[src/ppit_pkg.sv]
// shared constants and types of the polygon point-inside test unit
// no dependencies
package ppit_pkg;

    localparam int MAX_VERTICES = 64;
    localparam int COORD_BITS   = 16;

    localparam int CNT_W  = $clog2(MAX_VERTICES + 1);
    localparam int DIFF_W = COORD_BITS + 1;
    localparam int AUG_W  = COORD_BITS + 2;
    localparam int NUM_W  = 2 * DIFF_W;
    localparam int MUL_W  = AUG_W + DIFF_W;

    localparam logic [CNT_W-1:0] MAX_COUNT = CNT_W'(MAX_VERTICES);

    localparam logic signed [COORD_BITS-1:0] COORD_TOP = {1'b0, {(COORD_BITS-1){1'b1}}};
    localparam logic signed [COORD_BITS-1:0] COORD_BOT = {1'b1, {(COORD_BITS-1){1'b0}}};

    localparam logic [1:0] KIND_ADD    = 2'd0;
    localparam logic [1:0] KIND_REMOVE = 2'd1;
    localparam logic [1:0] KIND_CLEAR  = 2'd2;
    localparam logic [1:0] KIND_TEST   = 2'd3;

    typedef struct packed {
        logic                         valid;
        logic signed [COORD_BITS-1:0] x1;
        logic signed [COORD_BITS-1:0] y1;
        logic signed [COORD_BITS-1:0] x2;
        logic signed [COORD_BITS-1:0] y2;
    } edge_t;

endpackage

[src/ppit_cell.sv]
// one vertex cell of the rotating vertex chain
// depends on ppit_pkg
module ppit_cell
(
    input  logic                                  clk,
    input  logic                                  shift,
    input  logic                                  wr,
    input  logic signed [ppit_pkg::COORD_BITS-1:0] wr_x,
    input  logic signed [ppit_pkg::COORD_BITS-1:0] wr_y,
    input  logic signed [ppit_pkg::COORD_BITS-1:0] nb_x,
    input  logic signed [ppit_pkg::COORD_BITS-1:0] nb_y,
    output logic signed [ppit_pkg::COORD_BITS-1:0] x,
    output logic signed [ppit_pkg::COORD_BITS-1:0] y
);

    logic signed [ppit_pkg::COORD_BITS-1:0] x_reg;
    logic signed [ppit_pkg::COORD_BITS-1:0] y_reg;

    always_ff @(posedge clk)
    begin
        if (wr)
        begin
            x_reg <= wr_x;
            y_reg <= wr_y;
        end
        else if (shift)
        begin
            x_reg <= nb_x;
            y_reg <= nb_y;
        end
    end

    assign x = x_reg;
    assign y = y_reg;

endmodule

[config.mk]
export PLATFORM = sky130hd
export DESIGN_NAME = ppit_cell
export DESIGN_NICKNAME = d
export VERILOG_FILES = /design/src/ppit_pkg.sv /design/src/ppit_cell.sv
export SDC_FILE = /design/constraint.sdc
export NUM_CORES = 1
export LEC_CHECK = 0
export BUFFER_PORTS_ARGS = -buffer_cell sky130_fd_sc_hd__buf_4
export CAP_MARGIN = 15
export CORE_UTILIZATION = 45
export CTS_CLUSTER_SIZE = 40
export DETAILED_ROUTE_END_ITERATION = 7
export HOLD_SLACK_MARGIN = 0.12
export PLACE_DENSITY_LB_ADDON = 0.05
export SLEW_MARGIN = 20
export SYNTH_ARGS = -nofsm -noshare
export SYNTH_HDL_FRONTEND = slang
export SYNTH_SLANG_ARGS = --single-unit
export TNS_END_PERCENT = 1
[constraint.sdc]
create_clock -name clk -period 3.2 [get_ports clk]
set_clock_uncertainty 0.2 [all_clocks]
set_input_delay 0.32 -clock clk [delete_from_list [all_inputs] [get_ports clk]]
set_output_delay 0.32 -clock clk [all_outputs]
set_load 0.1 [all_outputs]
==> results of run 1 <==
==> cells by family after synthesis <==
| family | after synthesis | share of synthesized area [%] |
|---|---|---|
| AND/OR/NAND/NOR | 1 | 0.415 |
| buffers and inverters | 4 | 4.73 |
| flip-flops | 32 | 63.7 |
| multiplexers | 32 | 31.1 |
==> stage by stage <==
stage / std cells / util [%] / hold WS, ns
after detailed placement: 209 / 71.7 / 0.424
after global placement: 209 / 71.7 / 0.420
after floorplan: 69 / - / 0.337
==> flow_metrics.env, run 1 <==
export IMPL_synth_nets=136
export IMPL_yosysMostFrequentCell="edfxtp_1"
export IMPL_synth_warnings=0
export IMPL_synthCells=69
export IMPL_die_h_microns=59.9
export IMPL_synth_area_sq_mm=0.00151
export IMPL_cts_buffer_depth=2
export IMPL_cts_root_buf="clkbuf_4"
export IMPL_synthArstFlopShare_pct=0
export IMPL_gp_congestion=0.662
export IMPL_synth_edff_count=32
export IMPL_synthDistinctLibCells=6
export IMPL_postCtsSetupRepairBufs=0
export IMPL_cts_sinks=32
export IMPL_failing_step="4_1_cts"
export IMPL_cts_repair_resized=0
export IMPL_die_x_microns=59.9
export IMPL_place_ws_ns=1.44
export IMPL_start_util_pct=48.2
export IMPL_io_pins=99
export IMPL_ys_flop_type="edfxtp_1"
export IMPL_yosysSeqAreaShare_pct=63.7
export IMPL_cts_hold_fix_buffers=64
export IMPL_tool_error="[ERROR DPL-0033] detailed placement checks failed during check placement."
export IMPL_yosys_top_cells_area="edfxtp_1 (64%), mux2_4 (29%), buf_12 (4.0%)"
export IMPL_fp_row_count=20
export IMPL_port_buffers=98
export IMPL_synth_top_cells_by_count="edfxtp_1 (32), mux2_4 (29), buf_12 (3), mux2_2 (3)"
export IMPL_synth_top_cell_area_share_pct=63.7
export IMPL_status="did not finish"
export IMPL_ys_ff_latch=32
export IMPL_cts_made_buffers=5
export IMPL_yosysTopAreaCell="edfxtp_1"
export IMPL_htreeDepth=2
export IMPL_avgSynthCellArea_sq_um=21.9
export IMPL_place_area_sq_mm=0.00224
==> run 2: changes to the inputs <==
- CORE_UTILIZATION: 45 -> 30
- CTS_CLUSTER_SIZE: 40 -> not set
- HOLD_SLACK_MARGIN: 0.12 -> not set
- PLACE_DENSITY_LB_ADDON: 0.05 -> 0.15
==> run 2 against run 1 <==
The run now ends clean. Area after synthesis unchanged. Synthesized cell count is the same.
==> flow_metrics.env, run 2 <==
export IMPL_crit_type="in2reg"
export IMPL_grt_pass1_vias=1021
export IMPL_cts_hold_fix_buffers=0
export IMPL_cts_repair_resized=0
export IMPL_place_ws_ns=1.44
export IMPL_final_area_sq_mm=0.00236
export IMPL_path_clk_slew_ns=0.06
export IMPL_fp_row_count=25
export IMPL_grt_overflow=0
export IMPL_maxCapViolCount=0
export IMPL_synth_area_sq_mm=0.00151
export IMPL_ys_ff_latch=32
export IMPL_synthArstFlopShare_pct=0
export IMPL_worst_endpoint_arrival_ns=1.22
export IMPL_routed_wirelength_microns=3110
export IMPL_crit_cells=3
export IMPL_slew_headroom_pct=51.0
export IMPL_crit_family="simple AND/OR/NAND/NOR gates"
export IMPL_grt_pass1_wl_microns=4660
export IMPL_fin_cells=240
export IMPL_port_buffers=98
export IMPL_rsz0062_at_grt="no"
export IMPL_grt_total_usage_pct=12.2
export IMPL_setup_violations=0
export IMPL_tns_ns=0
export IMPL_wire_per_inst_microns=13.0
export IMPL_synth_warnings=0
export IMPL_cts_tree="built"
export IMPL_dr_first_iter_drc_count=47
export IMPL_total_power_uw=1360
export IMPL_die_x_microns=72.9
export IMPL_syn2layout_area_growth_pct=56.8
export IMPL_synthDistinctLibCells=6
export IMPL_crit_slowest_cell="or2_1"
export IMPL_hold_violations=0
export IMPL_avgSynthCellArea_sq_um=21.9
export IMPL_dr_pass1_iters=3
export IMPL_cp_cell_sequence="buf_4 > or2_1 > buf_12"
export IMPL_endpoint_kind="register"
export IMPL_start_util_pct=31.5
export IMPL_antenna_found_initial=0
export IMPL_worst_pin_slew_ns=0.735
export IMPL_critical_path_max_fanout=17
export IMPL_die_h_microns=72.9
export IMPL_yosysTopAreaCell="edfxtp_1"
export IMPL_avgViaCountPerCell=4.10
export IMPL_htreeDepth=2
export IMPL_n_antenna_cell=0
export IMPL_final_common_cell="buf_4"
export IMPL_peakVddDrop_mv=0.218
export IMPL_cp_required_ns=2.99
export IMPL_synth_top_cells_by_count="edfxtp_1 (32), mux2_4 (29), buf_12 (3), mux2_2 (3)"
export IMPL_postCtsSetupRepairBufs=0
export IMPL_cts_buffer_depth=2
export IMPL_num_nets_final=239
export IMPL_ant_nets=0
export IMPL_worst_path_buf_inv=2
export IMPL_crit_path_max_incr_delay_ns=0.57
export IMPL_critical_path_startpoint_type="input pin"
export IMPL_whs_path_depth=2
export IMPL_synth_edff_count=32
export IMPL_hp_start="wr_x[4]"
export IMPL_synth_top_cell_area_share_pct=63.7
export IMPL_yosysMostFrequentCell="edfxtp_1"
export IMPL_power_leakage_uw=0.00110
export IMPL_ys_flop_type="edfxtp_1"
export IMPL_drive_gt1_share_pct=79.2
export IMPL_final_max_slew_viol_count=0
export IMPL_core_area_sq_mm=0.00479
export IMPL_dp_cells=232
export IMPL_hp_class="in2reg"
export IMPL_io_pins=99
export IMPL_cts_made_buffers=5
export IMPL_p_per_area_mw_per_mm2=575
export IMPL_min_period_ns=1.43
export IMPL_synthCells=69
export IMPL_die_area_sq_mm=0.00531
export IMPL_post_route_worst_setup_slack_ns=1.77
export IMPL_layout_common_cells="buf_4 (99), edfxtp_1 (32), mux2_4 (29)"
export IMPL_cts_sinks=32
export IMPL_gp_congestion=0.676
export IMPL_yosys_top_cells_area="edfxtp_1 (64%), mux2_4 (29%), buf_12 (4.0%)"
export IMPL_hold_path_end="x[4]"
export IMPL_grt_max_degree=33
export IMPL_drc=0
export IMPL_cts_root_buf="clkbuf_8"
export IMPL_status="completed"
export IMPL_finalCritPeriodShare_pct=44.7
export IMPL_max_freq_mhz=699
export IMPL_yosysSeqAreaShare_pct=63.7
export IMPL_place_area_sq_mm=0.00228
export IMPL_synth_nets=136
export IMPL_vias=984
[run 2: cell counts after synthesis]
Identical to the previous run, type by type.
[run 2: per-stage QoR]
step	utilization (%)	hold WS, ns
3_3_place_gp	47.7	0.421
3_5_place_dp	47.7	0.423
6_report	49.4	0.138
5_1_grt	49.4	0.128
2_1_floorplan	-	0.337
4_1_cts	49.4	0.130
[run 2: layout make-up]
cell class                 instances  area (sq um)
clock inverter                     1          3.75
multi-input combinational         33           475
timing repair buffer             100           763
fill                             416          2420
sequential                        32           961
tap                               67          83.8
clock buffer                       7          76.3
[run 2: kinds of logic after synthesis]
| group | share of synthesized area [%] |
|---|---|
| AND/OR/NAND/NOR | 0.415 |
| buffers and inverters | 4.73 |
| multiplexers | 31.1 |
| flip-flops | 63.7 |
[run 2: worst max-delay path by stage]
| stage | start | endpoint | slack, ns |
|---|---|---|---|
| after floorplan | wr | x[0] | 1.27 |
| after global placement | wr | y[12] | 1.46 |
| after detailed placement | wr | x[14] | 1.44 |
| after CTS | wr | y[13] | 1.75 |
| after global routing | wr | y[9] | 1.67 |
| final | wr | x[2] | 1.77 |
[run 2: per-layer routing]
| layer | GRT usage, % | up-vias | share of wire, % |
|---|---|---|---|
| met3 | 4.70 | 5 | 8.1 |
| li1 | - | 472 | - |
| met5 | 0 | - | 0 |
| met1 | 12.8 | 464 | 35 |
| met4 | 7.19 | 0 | 1.5 |
| met2 | 20.9 | 43 | 55 |
[run 2: power breakdown]
part / total, uW / internal [uW] / leakage, uW / switching (uW)
clock: 289 / 151 / 0.0000399 / 138
combinational: 542 / 154 / 0.000737 / 387
sequential: 528 / 515 / 0.000326 / 12.5
total: 1360 / 821 / 0.00110 / 538
No activity file was read; power rests on OpenSTA's default activity.
