$ cat src/ppit_pkg.sv
// shared constants and types of the polygon point-inside test unit
// no dependencies
package ppit_pkg;

    localparam int MAX_VERTICES = 64;
    localparam int COORD_BITS   = 16;

    localparam int CNT_W  = $clog2(MAX_VERTICES + 1);
    localparam int DIFF_W = COORD_BITS + 1;
    localparam int AUG_W  = COORD_BITS + 2;
    localparam int NUM_W  = 2 * DIFF_W;
    localparam int MUL_W  = AUG_W + DIFF_W;

    localparam logic [CNT_W-1:0] MAX_COUNT = CNT_W'(MAX_VERTICES);

    localparam logic signed [COORD_BITS-1:0] COORD_TOP = {1'b0, {(COORD_BITS-1){1'b1}}};
    localparam logic signed [COORD_BITS-1:0] COORD_BOT = {1'b1, {(COORD_BITS-1){1'b0}}};

    localparam logic [1:0] KIND_ADD    = 2'd0;
    localparam logic [1:0] KIND_REMOVE = 2'd1;
    localparam logic [1:0] KIND_CLEAR  = 2'd2;
    localparam logic [1:0] KIND_TEST   = 2'd3;

    typedef struct packed {
        logic                         valid;
        logic signed [COORD_BITS-1:0] x1;
        logic signed [COORD_BITS-1:0] y1;
        logic signed [COORD_BITS-1:0] x2;
        logic signed [COORD_BITS-1:0] y2;
    } edge_t;

endpackage

$ cat src/ppit_edge_unit.sv
// crossing test of one edge per cycle, two register stages
// crossing compare is done by cross multiplication, no divider
// depends on ppit_pkg
module ppit_edge_unit
(
    input  logic                                   clk,
    input  logic                                   rst_n,
    input  ppit_pkg::edge_t                        edge_in,
    input  logic signed [ppit_pkg::COORD_BITS-1:0] px,
    input  logic signed [ppit_pkg::COORD_BITS-1:0] py,
    output logic                                   toggle
);

    localparam int CB = ppit_pkg::COORD_BITS;
    localparam int DW = ppit_pkg::DIFF_W;
    localparam int AW = ppit_pkg::AUG_W;
    localparam int NW = ppit_pkg::NUM_W;
    localparam int MW = ppit_pkg::MUL_W;

    logic signed [DW-1:0] dx, dyp, dd, aa_raw;
    logic signed [AW-1:0] aa;
    logic                 spans, neg;

    logic                 a_valid_reg;
    logic signed [DW-1:0] dx_reg, dyp_reg, d_reg;
    logic signed [AW-1:0] aa_reg;
    logic                 a_neg_reg;

    logic                 b_valid_reg;
    logic signed [NW-1:0] n_reg;
    logic signed [MW-1:0] m_reg;
    logic                 b_neg_reg, b_dpos_reg;

    logic signed [MW-1:0] n_ext;

    always_comb
    begin
        dx     = $signed({edge_in.x2[CB-1], edge_in.x2}) - $signed({edge_in.x1[CB-1], edge_in.x1});
        dyp    = $signed({py[CB-1], py}) - $signed({edge_in.y1[CB-1], edge_in.y1});
        dd     = $signed({edge_in.y2[CB-1], edge_in.y2}) - $signed({edge_in.y1[CB-1], edge_in.y1});
        aa_raw = $signed({px[CB-1], px}) - $signed({edge_in.x1[CB-1], edge_in.x1});
        spans  = ((edge_in.y1 <= py) && (py < edge_in.y2))
              || ((edge_in.y2 <= py) && (py < edge_in.y1));
        // quotient negative: truncation rounds up instead of down
        neg    = (dx != '0) && (dyp != '0) && ((dx[DW-1] ^ dyp[DW-1]) != dd[DW-1]);
        aa     = neg ? $signed({aa_raw[DW-1], aa_raw})
                     : $signed({aa_raw[DW-1], aa_raw}) + AW'(1);
    end

    always_ff @(posedge clk or negedge rst_n)
    begin
        if (!rst_n)
        begin
            a_valid_reg <= 1'b0;
            b_valid_reg <= 1'b0;
        end
        else
        begin
            a_valid_reg <= edge_in.valid && spans;
            b_valid_reg <= a_valid_reg;
        end
    end

    always_ff @(posedge clk)
    begin
        dx_reg     <= dx;
        dyp_reg    <= dyp;
        d_reg      <= dd;
        aa_reg     <= aa;
        a_neg_reg  <= neg;
        n_reg      <= dx_reg * dyp_reg;
        m_reg      <= aa_reg * d_reg;
        b_neg_reg  <= a_neg_reg;
        b_dpos_reg <= !d_reg[DW-1];
    end

    assign n_ext = MW'(n_reg);

    always_comb
    begin
        if (b_neg_reg)
            toggle = b_valid_reg && (b_dpos_reg ? (m_reg < n_ext) : (m_reg > n_ext));
        else
            toggle = b_valid_reg && (b_dpos_reg ? (m_reg <= n_ext) : (m_reg >= n_ext));
    end

endmodule

$ cat config.mk
export PLATFORM = sky130hd
export DESIGN_NAME = ppit_edge_unit
export DESIGN_NICKNAME = d
export VERILOG_FILES = /design/src/ppit_pkg.sv /design/src/ppit_edge_unit.sv
export SDC_FILE = /design/constraint.sdc
export NUM_CORES = 2
export LEC_CHECK = 0
export BUFFER_PORTS_ARGS = -buffer_cell sky130_fd_sc_hd__buf_4
export CELL_PAD_IN_SITES_DETAIL_PLACEMENT = 0
export CELL_PAD_IN_SITES_GLOBAL_PLACEMENT = 1
export CORE_MARGIN = 2
export CORE_UTILIZATION = 55
export CTS_BUF_LIST = sky130_fd_sc_hd__clkbuf_8
export DETAILED_ROUTE_END_ITERATION = 10
export GPL_TIMING_DRIVEN = 0
export PLACE_DENSITY_LB_ADDON = 0.1
export SLEW_MARGIN = 10
export SYNTH_ARGS = -nofsm -noshare
export SYNTH_HDL_FRONTEND = slang
export SYNTH_SLANG_ARGS = --single-unit
$ cat constraint.sdc
create_clock -name clk -period 12 [get_ports clk]
set_clock_uncertainty 0.2 [all_clocks]
set_input_delay 1.8 -clock clk [delete_from_list [all_inputs] [get_ports clk]]
set_output_delay 1.8 -clock clk [all_outputs]
set_load 0.01 [all_outputs]
==> impl_metrics.json <==
{
  "vias_per_cell": 5.448,
  "nets": 4394,
  "rr_worst_depth": 22,
  "cp-end-kind": "flip-flop",
  "drcViolationCount": 0,
  "slew_headroom_pct": 35.15,
  "cts_tree": "built",
  "fp.dieArea_mm2": 0.05648,
  "wl_mm": 80.65,
  "hold_path_end": "b_neg_reg$_DFF_P_",
  "slew_viol_final": 0,
  "start_util_pct": 55.69,
  "layout_commonest_cell": "inv_1",
  "worstMarginPinSlew_ns": 0.9703,
  "rows": 85,
  "grt_max_degree": 17,
  "cts_sinks": 143,
  "grt_pass1_wl_mm": 130.2,
  "htreeDepth": 4,
  "place_ws_ns": 3.787,
  "hold_viol_final": 0,
  "drt-initial-drc-count": 1478,
  "yosys_warnings": 0,
  "arrival_ns": 8.49,
  "crit_start": "dyp_reg[3]$_DFF_P_",
  "cts_setup_buffers": 0,
  "largest_register_ffs": 35,
  "rsz0062_at_grt": "false",
  "maxCapViolations": 0,
  "place_congestion": 0.9036,
  "ioPinCount": 100,
  "hp-class": "flip-flop to flip-flop",
  "synthDistinctLibCells": 66,
  "path_common_cell": "fa_1",
  "syn-instance-count": 3277,
  "grt_pass1_vias": 24200,
  "crit_path_top_delay_cell": "fa_1",
  "required_ns": 12.21,
  "clock_path_buffers": 2,
  "r2r_start": "dyp_reg[3]$_DFF_P_",
  "finalSetupViolCount": 0,
  "critical_path_class": "flip-flop to flip-flop",
  "fin_setup_tns_ns": 0,
  "dp.final_hpwl_mm": 71.27,
  "cpLargestDelayFamily": "adder cells",
  "synth_ff_type": "dfxtp_1",
  "critPathMaxStageDelay_ns": 0.93,
  "cts_resized": 0,
  "clock_latency_ns": 0.47,
  "rr_endpoint": "n_reg[33]$_DFF_P_",
  "r2r_setup_slack_ns": 3.72,
  "min_path_cells": 0,
  "io_buffers": 99,
  "status": "finished clean",
  "grt_overflow": 0,
  "setup_slack_ns": 3.722,
  "cts.reportedPaths.clkPinSlew_ns": 0.09,
  "crit_chain": "clkbuf_1 -> nand2_1 -> inv_1 -> fa_1 -> fa_1 -> fa_1 -> fa_1 -> fa_1 -> inv_1 -> fa_1 -> inv_1 -> ha_1 -> nand4_1 -> nor2_1 -> and2_1 -> a32o_1 -> a2111oi_1 -> nor3b_1 -> o31a_1 -> o21a_1 -> nor2_1 -> xnor2_1",
  "yosysSeqAreaShare_pct": 9.567,
  "hold_buffers": 0,
  "hp-start": "a_neg_reg$_DFF_P_",
  "min_period_over_period_pct": 68.98,
  "path_max_fanout": 10,
  "yosys_register_bits": 143,
  "syn-cell-area_mm2": 0.03003,
  "grt_use_total_pct": 30.33,
  "wire_per_inst_um": 19.64,
  "avgSynthCellArea_um2": 9.164,
  "ant_nets": 0,
  "ctsRootBufferMaster": "clkbuf_8",
  "synth_fp_nets": 4276,
  "syn2layout_area_growth_pct": 6.592,
  "fp.dieH_um": 237.7,
  "layout_common_cells": "inv_1, fa_1, nand2_1",
  "synth_edf_count": 0,
  "layout_min_cycle_time_ns": 8.278,
  "fmax_mhz": 120.8,
  "coreArea_mm2": 0.05392,
  "drive_above_1_share_pct": 4.519,
  "cts-buffers-inserted": 17,
  "synth-async-reset-ratio_pct": 1.399,
  "cp-start-kind": "flip-flop",
  "die_w_um": 237.7,
  "num_vias": 22370,
  "worst-path-buf-inv": 4,
  "firstDrtPassIters": 6,
  "antenna_found_initial": 5
}
## layer usage
layer	share of wire (%)	global-route usage [%]
met1	43	41.61
met2	46	49.07
met3	8.3	6.863
met5	0.047	0
met4	2.4	7.357
## stage by stage
step | instance area [um2] | util (%) | std cells | hold WS [ns]
after floorplan | 30030 | - | 3277 | 0.1096
after global placement | 31640 | 58.68 | 4072 | 0.1166
after detailed placement | 31640 | 58.69 | 4072 | 0.1362
after CTS | 32000 | 59.35 | 4104 | 0.1484
after global routing | 32000 | 59.35 | 4104 | 0.1558
final | 32010 | 59.36 | 4106 | 0.1467
## how the worst max path moves through the flow
stage / slack (ns) / end / cells after the start
2_1_floorplan: 5.34 / n_reg[33]$_DFF_P_ / 22
3_3_place_gp: 3.55 / n_reg[33]$_DFF_P_ / 22
3_5_place_dp: 3.79 / n_reg[33]$_DFF_P_ / 22
4_1_cts: 3.74 / n_reg[33]$_DFF_P_ / 22
5_1_grt: 3.28 / n_reg[33]$_DFF_P_ / 22
6_report: 3.72 / n_reg[33]$_DFF_P_ / 22
## final cells by class
type / instances / area, um2
sequential: 143 / 2873
buffer: 89 / 341.6
clock buffer: 17 / 234.0
inverter: 768 / 2883
clock inverter: 15 / 125.1
tap: 696 / 870.8
multi-input combinational: 2277 / 23930
timing repair buffer: 99 / 743.2
antenna: 2 / 5.005
fill: 4914 / 21910
## cell usage after synthesis (11+ instances only)
cell type | instances | area [um2]
a211oi_1 | 11 | 82.58
a21o_1 | 52 | 390.4
a21oi_1 | 88 | 440.4
a31oi_1 | 11 | 68.82
and2_1 | 299 | 1871
clkbuf_1 | 86 | 322.8
dfxtp_1 | 141 | 2823
fa_1 | 611 | 12230
ha_1 | 289 | 3616
inv_1 | 768 | 2883
nand2_1 | 333 | 1250
nand2b_1 | 29 | 181.4
nand3_1 | 29 | 145.1
nand4_1 | 19 | 118.9
nor2_1 | 80 | 300.3
nor2b_1 | 27 | 168.9
nor3_1 | 22 | 110.1
o21a_1 | 37 | 277.8
o21ai_0 | 65 | 325.3
o31a_1 | 11 | 96.34
or3_1 | 17 | 106.4
xnor2_1 | 89 | 779.5
xor2_1 | 34 | 297.8
## kinds of logic (layout without fill, tap and decap cells)
| kind of cell | count (synthesis) | count (layout) | synth area share [%] |
|---|---|---|---|
| fa+ha+maj | 900 | 900 | 52.78 |
| mux | 6 | 6 | 0.2042 |
| other cells | 0 | 2 | 0 |
| simple gates | 898 | 898 | 15.23 |
| flops | 143 | 143 | 9.567 |
| xor+xnor | 123 | 123 | 3.588 |
| compound gates | 350 | 350 | 7.904 |
| buf+inv | 857 | 988 | 10.74 |
## worst reg2reg max path: cells and delay by family, from the launching register on
kind | cells | cell delay, ns
xor gates and xnor gates | 1 | 0.13
AOI/OAI and AO/OA | 4 | 1.65
buffers and inverters | 4 | 0.70
DFF | 1 | 0.68
and+or+nand+nor | 6 | 1.00
adders and majority gates | 7 | 3.87
Power is not shown: default switching activity piles up to over one toggle a cycle in this logic, so the estimate is an artifact.
